===== src/rtl/vee_pkg.sv =====
`timescale 1ns / 1ps
// ----------------------------------------------------------------------------
// vee_pkg
// Types, type codes and the per-format encode functions of the element encoder.
// ----------------------------------------------------------------------------
package vee_pkg;

    localparam logic [2:0] TYPE_F32  = 3'd0;
    localparam logic [2:0] TYPE_F16  = 3'd1;
    localparam logic [2:0] TYPE_BF16 = 3'd2;
    localparam logic [2:0] TYPE_I8   = 3'd3;
    localparam logic [2:0] TYPE_U8   = 3'd4;
    localparam logic [2:0] TYPE_BIT  = 3'd5;

    typedef struct packed {
        logic [31:0] element_bits;
        logic        last_element;
    } vee_in_t;

    typedef struct packed {
        logic [31:0] code;
        logic [2:0]  code_bytes;
        logic        end_of_vector;
    } vee_out_t;

    // Half-precision encode with the rounding rules of the block.
    function automatic logic [15:0] enc_f16(input logic [31:0] x);
        logic        s;
        logic [7:0]  e8;
        logic [22:0] m;
        logic [23:0] full;
        logic [4:0]  sh;
        logic [15:0] h;
        logic [12:0] rem;
        logic [23:0] sub;
        logic        rbit;
        s = x[31];
        e8 = x[30:23];
        m = x[22:0];
        full = {1'b1, m};
        sh = 5'd0;
        sub = 24'd0;
        rbit = 1'b0;
        rem = m[12:0];
        h = 16'd0;
        if (e8 == 8'hff) begin
            h = {s, 5'h1f, (m != 23'd0), 9'd0};
        end else if (e8 >= 8'd143) begin
            h = {s, 15'h7c00};
        end else if (e8 <= 8'd112) begin
            if (e8 < 8'd102) begin
                h = {s, 15'd0};
            end else begin
                // e = e8-112 in [-10,0]; shift = 14-e = 126-e8
                sh = 5'(8'd126 - e8);
                sub = full >> sh;
                rbit = full[5'(sh - 5'd1)];
                h = {s, 15'(sub[14:0] + {14'd0, rbit})};
            end
        end else begin
            h = {s, 5'(e8 - 8'd112), m[22:13]};
            if (rem > 13'h1000 || (rem == 13'h1000 && h[0])) begin
                h = h + 16'd1;
            end
        end
        return h;
    endfunction

    function automatic logic [15:0] enc_bf16(input logic [31:0] x);
        logic [31:0] t;
        if (x[30:23] == 8'hff && x[22:0] != 23'd0) begin
            return x[31:16] | 16'h0040;
        end
        t = x + {31'd0, x[16]} + 32'h7fff;
        return t[31:16];
    endfunction

    // Round half away from zero and saturate; is_u selects the U8 range.
    function automatic logic [7:0] enc_int(input logic [31:0] x, input logic is_u);
        logic [7:0]  e8;
        logic [23:0] full;
        logic [4:0]  sh;
        logic [24:0] r;
        logic [8:0]  mag;
        logic        neg;
        logic [7:0]  res;
        e8 = x[30:23];
        neg = x[31];
        full = {1'b1, x[22:0]};
        sh = 5'd0;
        r = 25'd0;
        mag = 9'd0;
        if (e8 == 8'hff && x[22:0] != 23'd0) begin
            mag = 9'd0;
        end else if (e8 < 8'd126) begin
            mag = 9'd0;
        end else if (e8 >= 8'd135) begin
            mag = 9'h1ff;
        end else begin
            sh = 5'(8'd150 - e8);
            r = ({1'b0, full} + (25'd1 << (sh - 5'd1))) >> sh;
            mag = r[8:0];
        end
        if (is_u) begin
            if (neg) res = 8'd0;
            else if (mag > 9'd255) res = 8'd255;
            else res = mag[7:0];
        end else begin
            if (neg) res = (mag >= 9'd128) ? 8'h80 : 8'(9'd0 - mag);
            else res = (mag > 9'd127) ? 8'd127 : mag[7:0];
        end
        return res;
    endfunction

endpackage


===== src/rtl/vee_core.sv =====
`timescale 1ns / 1ps
// ----------------------------------------------------------------------------
// vee_core
// Combinational encoder: selects the format and updates the bit packer state.
// ----------------------------------------------------------------------------
module vee_core import vee_pkg::*; (
    input  logic [2:0] element_type,
    input  vee_in_t    in_item,
    input  logic [7:0] acc,
    input  logic [2:0] pos,
    output vee_out_t   out_item,
    output logic       out_has,
    output logic [7:0] acc_new,
    output logic [2:0] pos_new
);
    logic [31:0] x;
    logic        flag;
    logic [7:0]  acc_or;

    assign x = in_item.element_bits;
    assign flag = !x[31] && x[30:0] != 31'd0 && x[30:0] <= 31'h7f800000;
    assign acc_or = acc | ({7'd0, flag} << pos);

    always_comb begin
        out_item = '0;
        out_item.end_of_vector = in_item.last_element;
        out_has = 1'b1;
        acc_new = acc;
        pos_new = pos;
        case (element_type)
            TYPE_F32: begin
                out_item.code = x;
                out_item.code_bytes = 3'd4;
            end
            TYPE_F16: begin
                out_item.code = {16'd0, enc_f16(x)};
                out_item.code_bytes = 3'd2;
            end
            TYPE_BF16: begin
                out_item.code = {16'd0, enc_bf16(x)};
                out_item.code_bytes = 3'd2;
            end
            TYPE_I8: begin
                out_item.code = {24'd0, enc_int(x, 1'b0)};
                out_item.code_bytes = 3'd1;
            end
            TYPE_U8: begin
                out_item.code = {24'd0, enc_int(x, 1'b1)};
                out_item.code_bytes = 3'd1;
            end
            TYPE_BIT: begin
                out_item.code = {24'd0, acc_or};
                out_item.code_bytes = 3'd1;
                if (pos == 3'd7 || in_item.last_element) begin
                    acc_new = 8'd0;
                    pos_new = 3'd0;
                end else begin
                    acc_new = acc_or;
                    pos_new = pos + 3'd1;
                    out_has = 1'b0;
                end
            end
            default: begin
                out_has = 1'b0;
            end
        endcase
    end
endmodule


===== src/rtl/vector_element_encoder_top.sv =====
`timescale 1ns / 1ps
// ----------------------------------------------------------------------------
// vector_element_encoder_top
// Encodes single-precision elements into f32, f16, bf16, i8, u8 or packed bits.
// ----------------------------------------------------------------------------
// Usage:
// Requests enter on the s_ channel (valid/ready) carrying one element and a
// last-element flag. Encoded requests leave on the m_ channel with the code,
// its byte count and an end-of-vector flag. The element type register is
// written through cfg_we/cfg_data while the block is idle; the user keeps to
// this, the block does not enforce it. A write also restarts the bit packer
// on a byte boundary. An accepted request is presented at m_ in the following
// cycle. Throughput is one request per cycle without receiver stalls, set by
// the single result register; the encode logic sits between the input
// handshake and it. When the receiver stalls, the result register holds and
// s_ready drops while a result is held and m_ready is low, whether or not the
// next request would produce a result. A request with no result (bit mode
// mid-byte, unused type codes) is accepted; bit mode updates the packer.
// Reset clears the type to f32, empties the packer and the result register.
// ----------------------------------------------------------------------------
module vector_element_encoder_top import vee_pkg::*; (
    input  logic       aclk,
    input  logic       aresetn,
    input  logic       cfg_we,
    input  logic [2:0] cfg_data,
    input  logic       s_valid,
    output logic       s_ready,
    input  vee_in_t    s_data,
    output logic       m_valid,
    input  logic       m_ready,
    output vee_out_t   m_data
);
    logic [2:0] type_reg;
    logic [7:0] acc_reg, acc_next;
    logic [2:0] pos_reg, pos_next;
    logic       valid_reg;
    vee_out_t   data_reg, data_next;
    logic       has;
    logic       accept;

    vee_core u_core (
        .element_type (type_reg),
        .in_item      (s_data),
        .acc          (acc_reg),
        .pos          (pos_reg),
        .out_item     (data_next),
        .out_has      (has),
        .acc_new      (acc_next),
        .pos_new      (pos_next)
    );

    // The output register frees up in the same cycle it is taken.
    assign s_ready = !valid_reg || m_ready;
    assign accept  = s_valid && s_ready;
    assign m_valid = valid_reg;
    assign m_data  = data_reg;

    always_ff @(posedge aclk) begin
        if (!aresetn) begin
            type_reg  <= TYPE_F32;
            acc_reg   <= 8'd0;
            pos_reg   <= 3'd0;
            valid_reg <= 1'b0;
        end else begin
            if (cfg_we) begin
                type_reg <= cfg_data;
                acc_reg  <= 8'd0;
                pos_reg  <= 3'd0;
            end else if (accept) begin
                acc_reg <= acc_next;
                pos_reg <= pos_next;
            end
            if (accept) begin
                valid_reg <= has;
            end else if (m_ready) begin
                valid_reg <= 1'b0;
            end
        end
    end

    always_ff @(posedge aclk) begin
        if (accept && has) begin
            data_reg <= data_next;
        end
    end
endmodule


===== config.mk =====
export PLATFORM = sky130hd
export DESIGN_NAME = vector_element_encoder_top
export DESIGN_NICKNAME = d
export VERILOG_FILES = /design/src/rtl/vee_pkg.sv /design/src/rtl/vee_core.sv /design/src/rtl/vector_element_encoder_top.sv
export SDC_FILE = /design/constraint.sdc
export NUM_CORES = 1
export LEC_CHECK = 0
export ABC_AREA = 1
export BUFFER_PORTS_ARGS = -buffer_cell sky130_fd_sc_hd__buf_2
export CAP_MARGIN = 20
export CORE_UTILIZATION = 45
export CTS_CLUSTER_DIAMETER = 40
export DETAILED_ROUTE_END_ITERATION = 10
export GPL_ROUTABILITY_DRIVEN = 0
export MAX_ROUTING_LAYER = met4
export SYNTH_ARGS = -nofsm -noshare
export SYNTH_HDL_FRONTEND = slang
export SYNTH_SLANG_ARGS = --single-unit

===== constraint.sdc =====
create_clock -name aclk -period 13.3 [get_ports aclk]
set_clock_uncertainty 0.2 [all_clocks]
set_input_delay 1.995 -clock aclk [delete_from_list [all_inputs] [get_ports aclk]]
set_output_delay 1.995 -clock aclk [all_outputs]
set_load 0.01 [all_outputs]

Word level (Yosys, flattened, before mapping)
Cells that the tools add are included.

word-level totals
  word-level logic and storage cells = 90
  register bits = 51

cells by class
  $lt $le $gt $ge = 11
  reductions and logical operators = 18
  shifts and indexed selects = 4
  bitwise operators = 2
  $add $sub $neg = 12
  equality and inequality tests = 8
  muxes and demuxes = 28

operator list
  operator                number
  $pmux 35 s6             1
  $mux 16                 6
  $mux 8                  6
  $mux 9                  5
  $add 32x1->32           1
  $add 32x15->32 const B  1
  $le 31x31->1 const B    1
  $reduce_bool 31->1      1
  $add 24x25->25          1
  $shl 1x5->25 const A    1
  $shr 25x5->9            1
  $shr 24x5->15           1
  $reduce_bool 23->1      1
  $add 16x1->16 const B   1
  $ge 8x8->1 const B      2
  $lt 8x7->1 const B      2
  $add 15x1->15           1
  $mux 15                 1
  $eq 13x13->1 const B    1
  $gt 13x13->1 const B    1
  $sub 5x1->5 const B     2
  $sub 5x5->5 const A     2
  $eq 3x3->1 const B      3
  $ge 9x8->1 const B      1
  25 further kinds        39

Logic depth before layout (Yosys ltp)
Gate-level depths: netlist of the first run.

  depth in word-level cells = 13
  depth in mapped cells = 45
  depth with buffers taken out = 41

By module
From an unflattened synthesis of the first run, not the netlist that was laid out.

second synthesis, totals
  cell total of the unflattened synthesis = 1610
  area, all modules = 8903.5 um^2

modules (own cells, without submodules)
  module                      instances  seq. area each (um^2)  area an instance (um^2)  cells an instance
  vee_core                    1          0.0                    7124.3                   1478
  vector_element_encoder_top  1          1381.3                 1779.2                   132

Worst setup path before layout of the first run
No wires, ideal clock.

  kind = in2reg
  start = in s_data[24] (netlist name)
  end = reg data_reg, in the netlist m_data[10] (data pin)
  path slack = 6489 ps
  stages on the path = 39
  arrival = 6475 ps
  path buffers = 3
  path through = inv_2 buf_1 buf_2 ha_1 buf_4 inv_2 nor2_2 nand3_1 nand3_1 nand2_2 inv_1 nand3_1 nor2_1 ha_1 fa_1 nand3_1 nand3_1 nand2_1 (+3 left out) nand2_1 nand2_1 nand2_1 nand3_1 nand3_1 nand3_1 nand2_1 nand3_1 nand2_1 inv_1 ha_1 inv_1 nand3_1 nor2_2 nand3_2 nand3_1 nand2_1 nand3_1

RTL lines
  element               line                              RTL
  from (decl)           vector_element_encoder_top.sv:28  input vee_in_t s_data,
  to (signal assigned)  vector_element_encoder_top.sv:83  data_reg <= data_next;
  to (decl)             vector_element_encoder_top.sv:37  vee_out_t data_reg, data_next;

==> flow_summary.toml, run 1 <==
[cts]
numClockSinks = 51
clock_path_buffers = 2
path_clk_slew_ns = 0.07
post_cts_buffers = 0
cts-root-buf = "clkbuf_16"
htreeDepth = 2
clock_latency_ns = 0.30
cts_tree = "yes"
cts_made_buffers = 5
cts-resized-gates = 0
cts_hold_buf = 0

[cells_and_area]
layout-drive-gt1-share = 0.07926
n_fill_cell = 2082
design_area_um2 = 9203
area_growth_pct = 8.066
largest_reg_flops = 36
finalNetCount = 1695
n_antenna_cell = 0

[logic_synthesis]
synthArstFlopShare = 0
syn-cell-area_um2 = 8516
ys_seq_area_frac = 0.1622
synth_top_area_frac = 0.2081
synth_edf_count = 36
synthTopCellsByArea = "nand2_1 21%, nand3_1 13%, edfxtp_1 13%, inv_1 9.3%, nor2_1 8.0%"
synthTopCellsByCount = "472 x nand2_1, 217 x nand3_1, 211 x inv_1, 182 x nor2_1"
syn-num-nets = 1651
yosysWarningCount = 0
synth.most_common_cell = "nand2_1"
synth-seq-cells = 51
dominantRegCellSynth = "edfxtp_1"
syn_avg_cell_area_um2 = 5.424
ys_types = 57
netlist_instances = 1570
synth_area_leader_cell = "nand2_1"

[placed_design]
place_hpwl_um = 26750
portBuffers = 78
place_area_um2 = 9029
place_ws_ns = 4.619

[run_status]
status = "finished, final reports clean"

[timing]
tns_ns = 0
fin_crit_ns = 8.514
setup_slack_ns = 4.786
worst_slew_pin_slew_ns = 0.8706
slew_violations = 0
min_period_over_period = 0.6402
max_freq_ghz = 0.1174
hold_viol = 0
setup_viol = 0
whs_ns = 0.2813
slew_headroom = 0.4151
rsz0062_at_grt = "no"

[routing]
dr.first_iter.drc_count = 1164
wirelength_um = 33710
vias = 10830
via_per_inst = 5.872
routedWlPerCell_um = 18.28
antenna_left = 0
drc_errors = 0
dr.pass1.iters = 8

[floorplan]
core.rowCount = 49
pin_count = 79
die_y_um = 139.6
fp.dieW_um = 139.6
die-area_um2 = 19480
core_um2 = 18270
start_util = 0.4661

[setup_path]
cp_slowest_cell = "inv_2"
cp_data_required_time_ns = 13.26
ff2ff_path_depth = 8
path_delay_family = "simple AND/OR/NAND/NOR gates"
crit_arrival_ns = 8.48
crit_path_end_kind = "flip-flop"
crit_start = "s_data[24]"
cp_num_buf_inv = 8
cp.depth = 36
cpPeakStageDelay_ns = 0.55
r2r_end = "m_data[9]"
critical_path_class = "primary input to flip-flop"
critical_path.most_common_cell = "nand3_1"
path_max_fanout = 71
reg2reg_setup_slack_ns = 10.87
crit_path_end = "m_data[7]"
start_kind = "primary input"
r2r_start = "type_reg[2]"

[global_route]
grt_pass1_wl_um = 52410
grt_pass1_vias = 9852
grt-ovfl-total = 0
grt_antenna_before_repair = 0
grt_max_degree = 72
track_usage = 0.3539

[pwr]
power.total_uw = 657.3
p_leak_nw = 4.640
ir_drop_uv = 42.26
pwr_density_cell_nw_per_um2 = 71.43

[worst_hold_path]
hold_class = "flip-flop to flip-flop"
holdCritStartpoint = "acc_reg[2]"

[job]
max_cap_violations = 0
-- cell type report --
| type | count | area, um2 | share of cell area |
|---|---|---|---|
| inverter | 224 | 840.8 | 0.09137 |
| sequential | 51 | 1381 | 0.1501 |
| clock buffer | 7 | 153.9 | 0.01672 |
| tap | 229 | 286.5 | 0.03114 |
| clock inverter | 1 | 6.256 | 0.0006798 |
| multi-input combinational | 1247 | 6085 | 0.6612 |
| timing repair buffer | 85 | 449.2 | 0.04881 |
-- worst min-delay path, cell delays in order, from the launching register on --
cell and delay (ns):
dfxtp_1 0.32, nand2_1 0.06, a211oi_1 0.06
-- power by group --
group | total (mW) | internal [mW] | switching (mW)
clock | 0.145 | 0.0817 | 0.0633
sequential | 0.188 | 0.185 | 0.00298
combinational | 0.324 | 0.0948 | 0.229
total | 0.657 | 0.362 | 0.296
-- cell families (layout without fill, tap and decap cells) --
group | Yosys count | count (layout) | synth area share
adder cells (fa/ha/maj) | 40 | 40 | 0.05965
AND/OR/NAND/NOR | 968 | 968 | 0.4859
AO/OA/AOI/OAI | 225 | 225 | 0.1519
XOR/XNOR | 11 | 11 | 0.01220
buffers and inverters | 272 | 317 | 0.1246
flip-flops | 51 | 51 | 0.1622
multiplexers | 3 | 3 | 0.003526
-- metal layers --
metal / routed length [um] / track usage
met1: 13580 / 0.4264
met2: 14930 / 0.5657
met3: 2836 / 0.04474
met4: 2369 / 0.2123
met5: 0 / -
-- worst min-delay path by stage --
| stage | end | depth (start not counted) |
|---|---|---|
| finish | acc_reg[2] | 2 |
| global route | acc_reg[3] | 2 |
| CTS | acc_reg[3] | 2 |
| detailed placement | acc_reg[3] | 2 |
| global placement | acc_reg[7] | 2 |
| floorplan | acc_reg[7] | 2 |
-- cell usage in the layout (no fill, tap or decap), types with 4 or more instances in the layout --
| master | n |
|---|---|
| edfxtp_1 | 36 |
| inv_2 | 11 |
| ha_1 | 39 |
| o22ai_1 | 5 |
| nor2_2 | 5 |
| o211ai_1 | 15 |
| inv_1 | 211 |
| o221ai_1 | 4 |
| nand3_1 | 217 |
| nand2_1 | 472 |
| o21ai_1 | 9 |
| dfxtp_1 | 15 |
| nand2_2 | 7 |
| nor2_1 | 182 |
| xnor2_1 | 7 |
| a211oi_1 | 8 |
| a31oi_1 | 8 |
| o31ai_1 | 6 |
| buf_4 | 6 |
| nand4_1 | 30 |
| clkbuf_16 | 6 |
| buf_2 | 78 |
| nor3_1 | 35 |
| o21ai_0 | 76 |
| a21oi_1 | 75 |
-- stage by stage --
stage | util | std cells
after detailed placement | 0.4942 | 1835
after floorplan | - | 1570
after CTS | 0.5029 | 1843
after global placement | 0.4942 | 1835
final | 0.5037 | 1844
after global routing | 0.5037 | 1844
No activity file was read; power rests on OpenSTA's default activity.
==> inputs of run 2 (changes only) <==
==> constraint.sdc (replaced) <==
create_clock -name aclk -period 8.95 [get_ports aclk]
set_clock_uncertainty 0.2 [all_clocks]
set_input_delay 1.3425 -clock aclk [delete_from_list [all_inputs] [get_ports aclk]]
set_output_delay 1.3425 -clock aclk [all_outputs]
set_load 0.01 [all_outputs]
==> flow_summary.toml, run 2 (same netlist as run 1, synthesis figures left out) <==
[timing]
setup_viol = 0
fin_crit_ns = 6.915
rsz0062_at_grt = "no"
hold_viol = 0
slew_violations = 0
max_freq_ghz = 0.1446
tns_ns = 0
slew_headroom = 0.3098
worst_slew_pin_slew_ns = 1.032
min_period_over_period = 0.7726

[pwr]
p_leak_nw = 4.642
power.switching_uw = 434.6
pwr-share-clk = 0.216
switching_share = 0.4468
pwr-share-comb = 0.497
ir_drop_uv = 83.29
pwr_density_cell_nw_per_um2 = 105.7
p_int_uw = 538.1
p_seq_frac = 0.287

[cells_and_area]
n_antenna_cell = 0
area_growth_pct = 8.081
layout-drive-gt1-share = 0.07983
n_fill_cell = 1996
layout.cells.non_filler = 1845
design_area_um2 = 9204
finalNetCount = 1696
largest_reg_flops = 36
final_cell_mix = "472 x nand2_1, 217 x nand3_1, 211 x inv_1"
layout_commonest_cell = "nand2_1"

[global_route]
grt_pass1_vias = 9919
grt_pass1_wl_um = 53230
grt_max_degree = 67
grt-ovfl-total = 0
track_usage = 0.3585
grt_antenna_before_repair = 0

[cts]
htreeDepth = 2
path_clk_slew_ns = 0.07
clock_path_buffers = 2
cts_tree = "yes"
post_cts_buffers = 0
cts_hold_buf = 0
cts-resized-gates = 0
cts_made_buffers = 5
cts-root-buf = "clkbuf_16"
clock_latency_ns = 0.30
numClockSinks = 51

[floorplan]
start_util = 0.4661
core.rowCount = 49
die_y_um = 139.6
fp.dieW_um = 139.6
core_um2 = 18270
pin_count = 79
die-area_um2 = 19480

[setup_path]
critical_path.most_common_cell = "nand3_1"
cpPeakStageDelay_ns = 0.49
cp_data_required_time_ns = 8.91
start_kind = "primary input"
cp_slowest_cell = "inv_2"
critical_path_class = "primary input to flip-flop"
crit_path_end_kind = "flip-flop"
path_max_fanout = 38
crit_arrival_ns = 6.88

[routing]
routedWlPerCell_um = 18.23
wirelength_um = 33630
vias = 10770
via_per_inst = 5.839
dr.pass1.iters = 8
dr.first_iter.drc_count = 1414
drc_errors = 0
antenna_left = 0

[placed_design]
place_area_um2 = 9044
portBuffers = 78
dp_cells = 1837
place_hpwl_um = 26720

[run_status]
status = "finished, final reports clean"

[worst_hold_path]
hold_class = "flip-flop to flip-flop"

[job]
max_cap_violations = 0
-- run 2: cell types whose count changed in the layout (fill, tap and decap cells not counted) --
cell	previous run	this run
clkbuf_8	1	0
buf_4	6	8
-- run 2: cell type report --
class | instances | area [um2] | area share
Inverter | 224 | 840.8 | 0.09135
Sequential cell | 51 | 1381 | 0.1501
Clock buffer | 7 | 153.9 | 0.01672
Multi-Input combinational cell | 1247 | 6085 | 0.6611
Tap cell | 229 | 286.5 | 0.03113
Clock inverter | 1 | 6.256 | 0.0006797
Timing Repair Buffer | 86 | 450.4 | 0.04894
-- run 2: power groups by stage --
| stage | sequential (mW) | clock (mW) | combinational [mW] |
|---|---|---|---|
| floorplan | 0.295 | 0 | 0.318 |
| global placement | 0.285 | 0 | 0.469 |
| finish | 0.279 | 0.210 | 0.484 |
| global route | 0.281 | 0.223 | 0.534 |
| CTS | 0.280 | 0.212 | 0.472 |
| detailed placement | 0.285 | 0 | 0.470 |
-- run 2: critical path: cells and delay by family --
kind / cells / cell delay, ns
fa+ha+maj: 2 / 0.64
simple gates: 27 / 3.98
buf+inv: 5 / 0.90
-- run 2: path summary, 6_finish.rpt --
check,from,endpoint,slack [ns],depth (start not counted)
worst max-delay path,s_data[24],m_data[6],2.03,34
worst min-delay path,acc_reg[1],acc_reg[1],0.28,2
worst max register to register,type_reg[1],m_data[9],6.40,9
worst min register to register,acc_reg[1],acc_reg[1],0.28,2
-- run 2: metal layers --
layer / share of wire / vias up / global-route usage
li1: - / 5254 / -
met1: 0.40 / 4774 / 0.4399
met2: 0.44 / 588 / 0.5554
met3: 0.090 / 157 / 0.04611
met4: 0.070 / 0 / 0.2313
met5: 0 / - / -
-- run 2: per-stage QoR --
stage | util | hold slack (ns) | setup WS (ns) | power (mW)
after floorplan | - | 0.2455 | 2.792 | 0.6129
after global placement | 0.4950 | 0.2540 | 1.902 | 0.7542
after detailed placement | 0.4950 | 0.2650 | 1.821 | 0.7547
after CTS | 0.5038 | 0.2782 | 2.095 | 0.9634
after global routing | 0.5038 | 0.2951 | 1.335 | 1.038
final | 0.5038 | 0.2800 | 2.035 | 0.9727
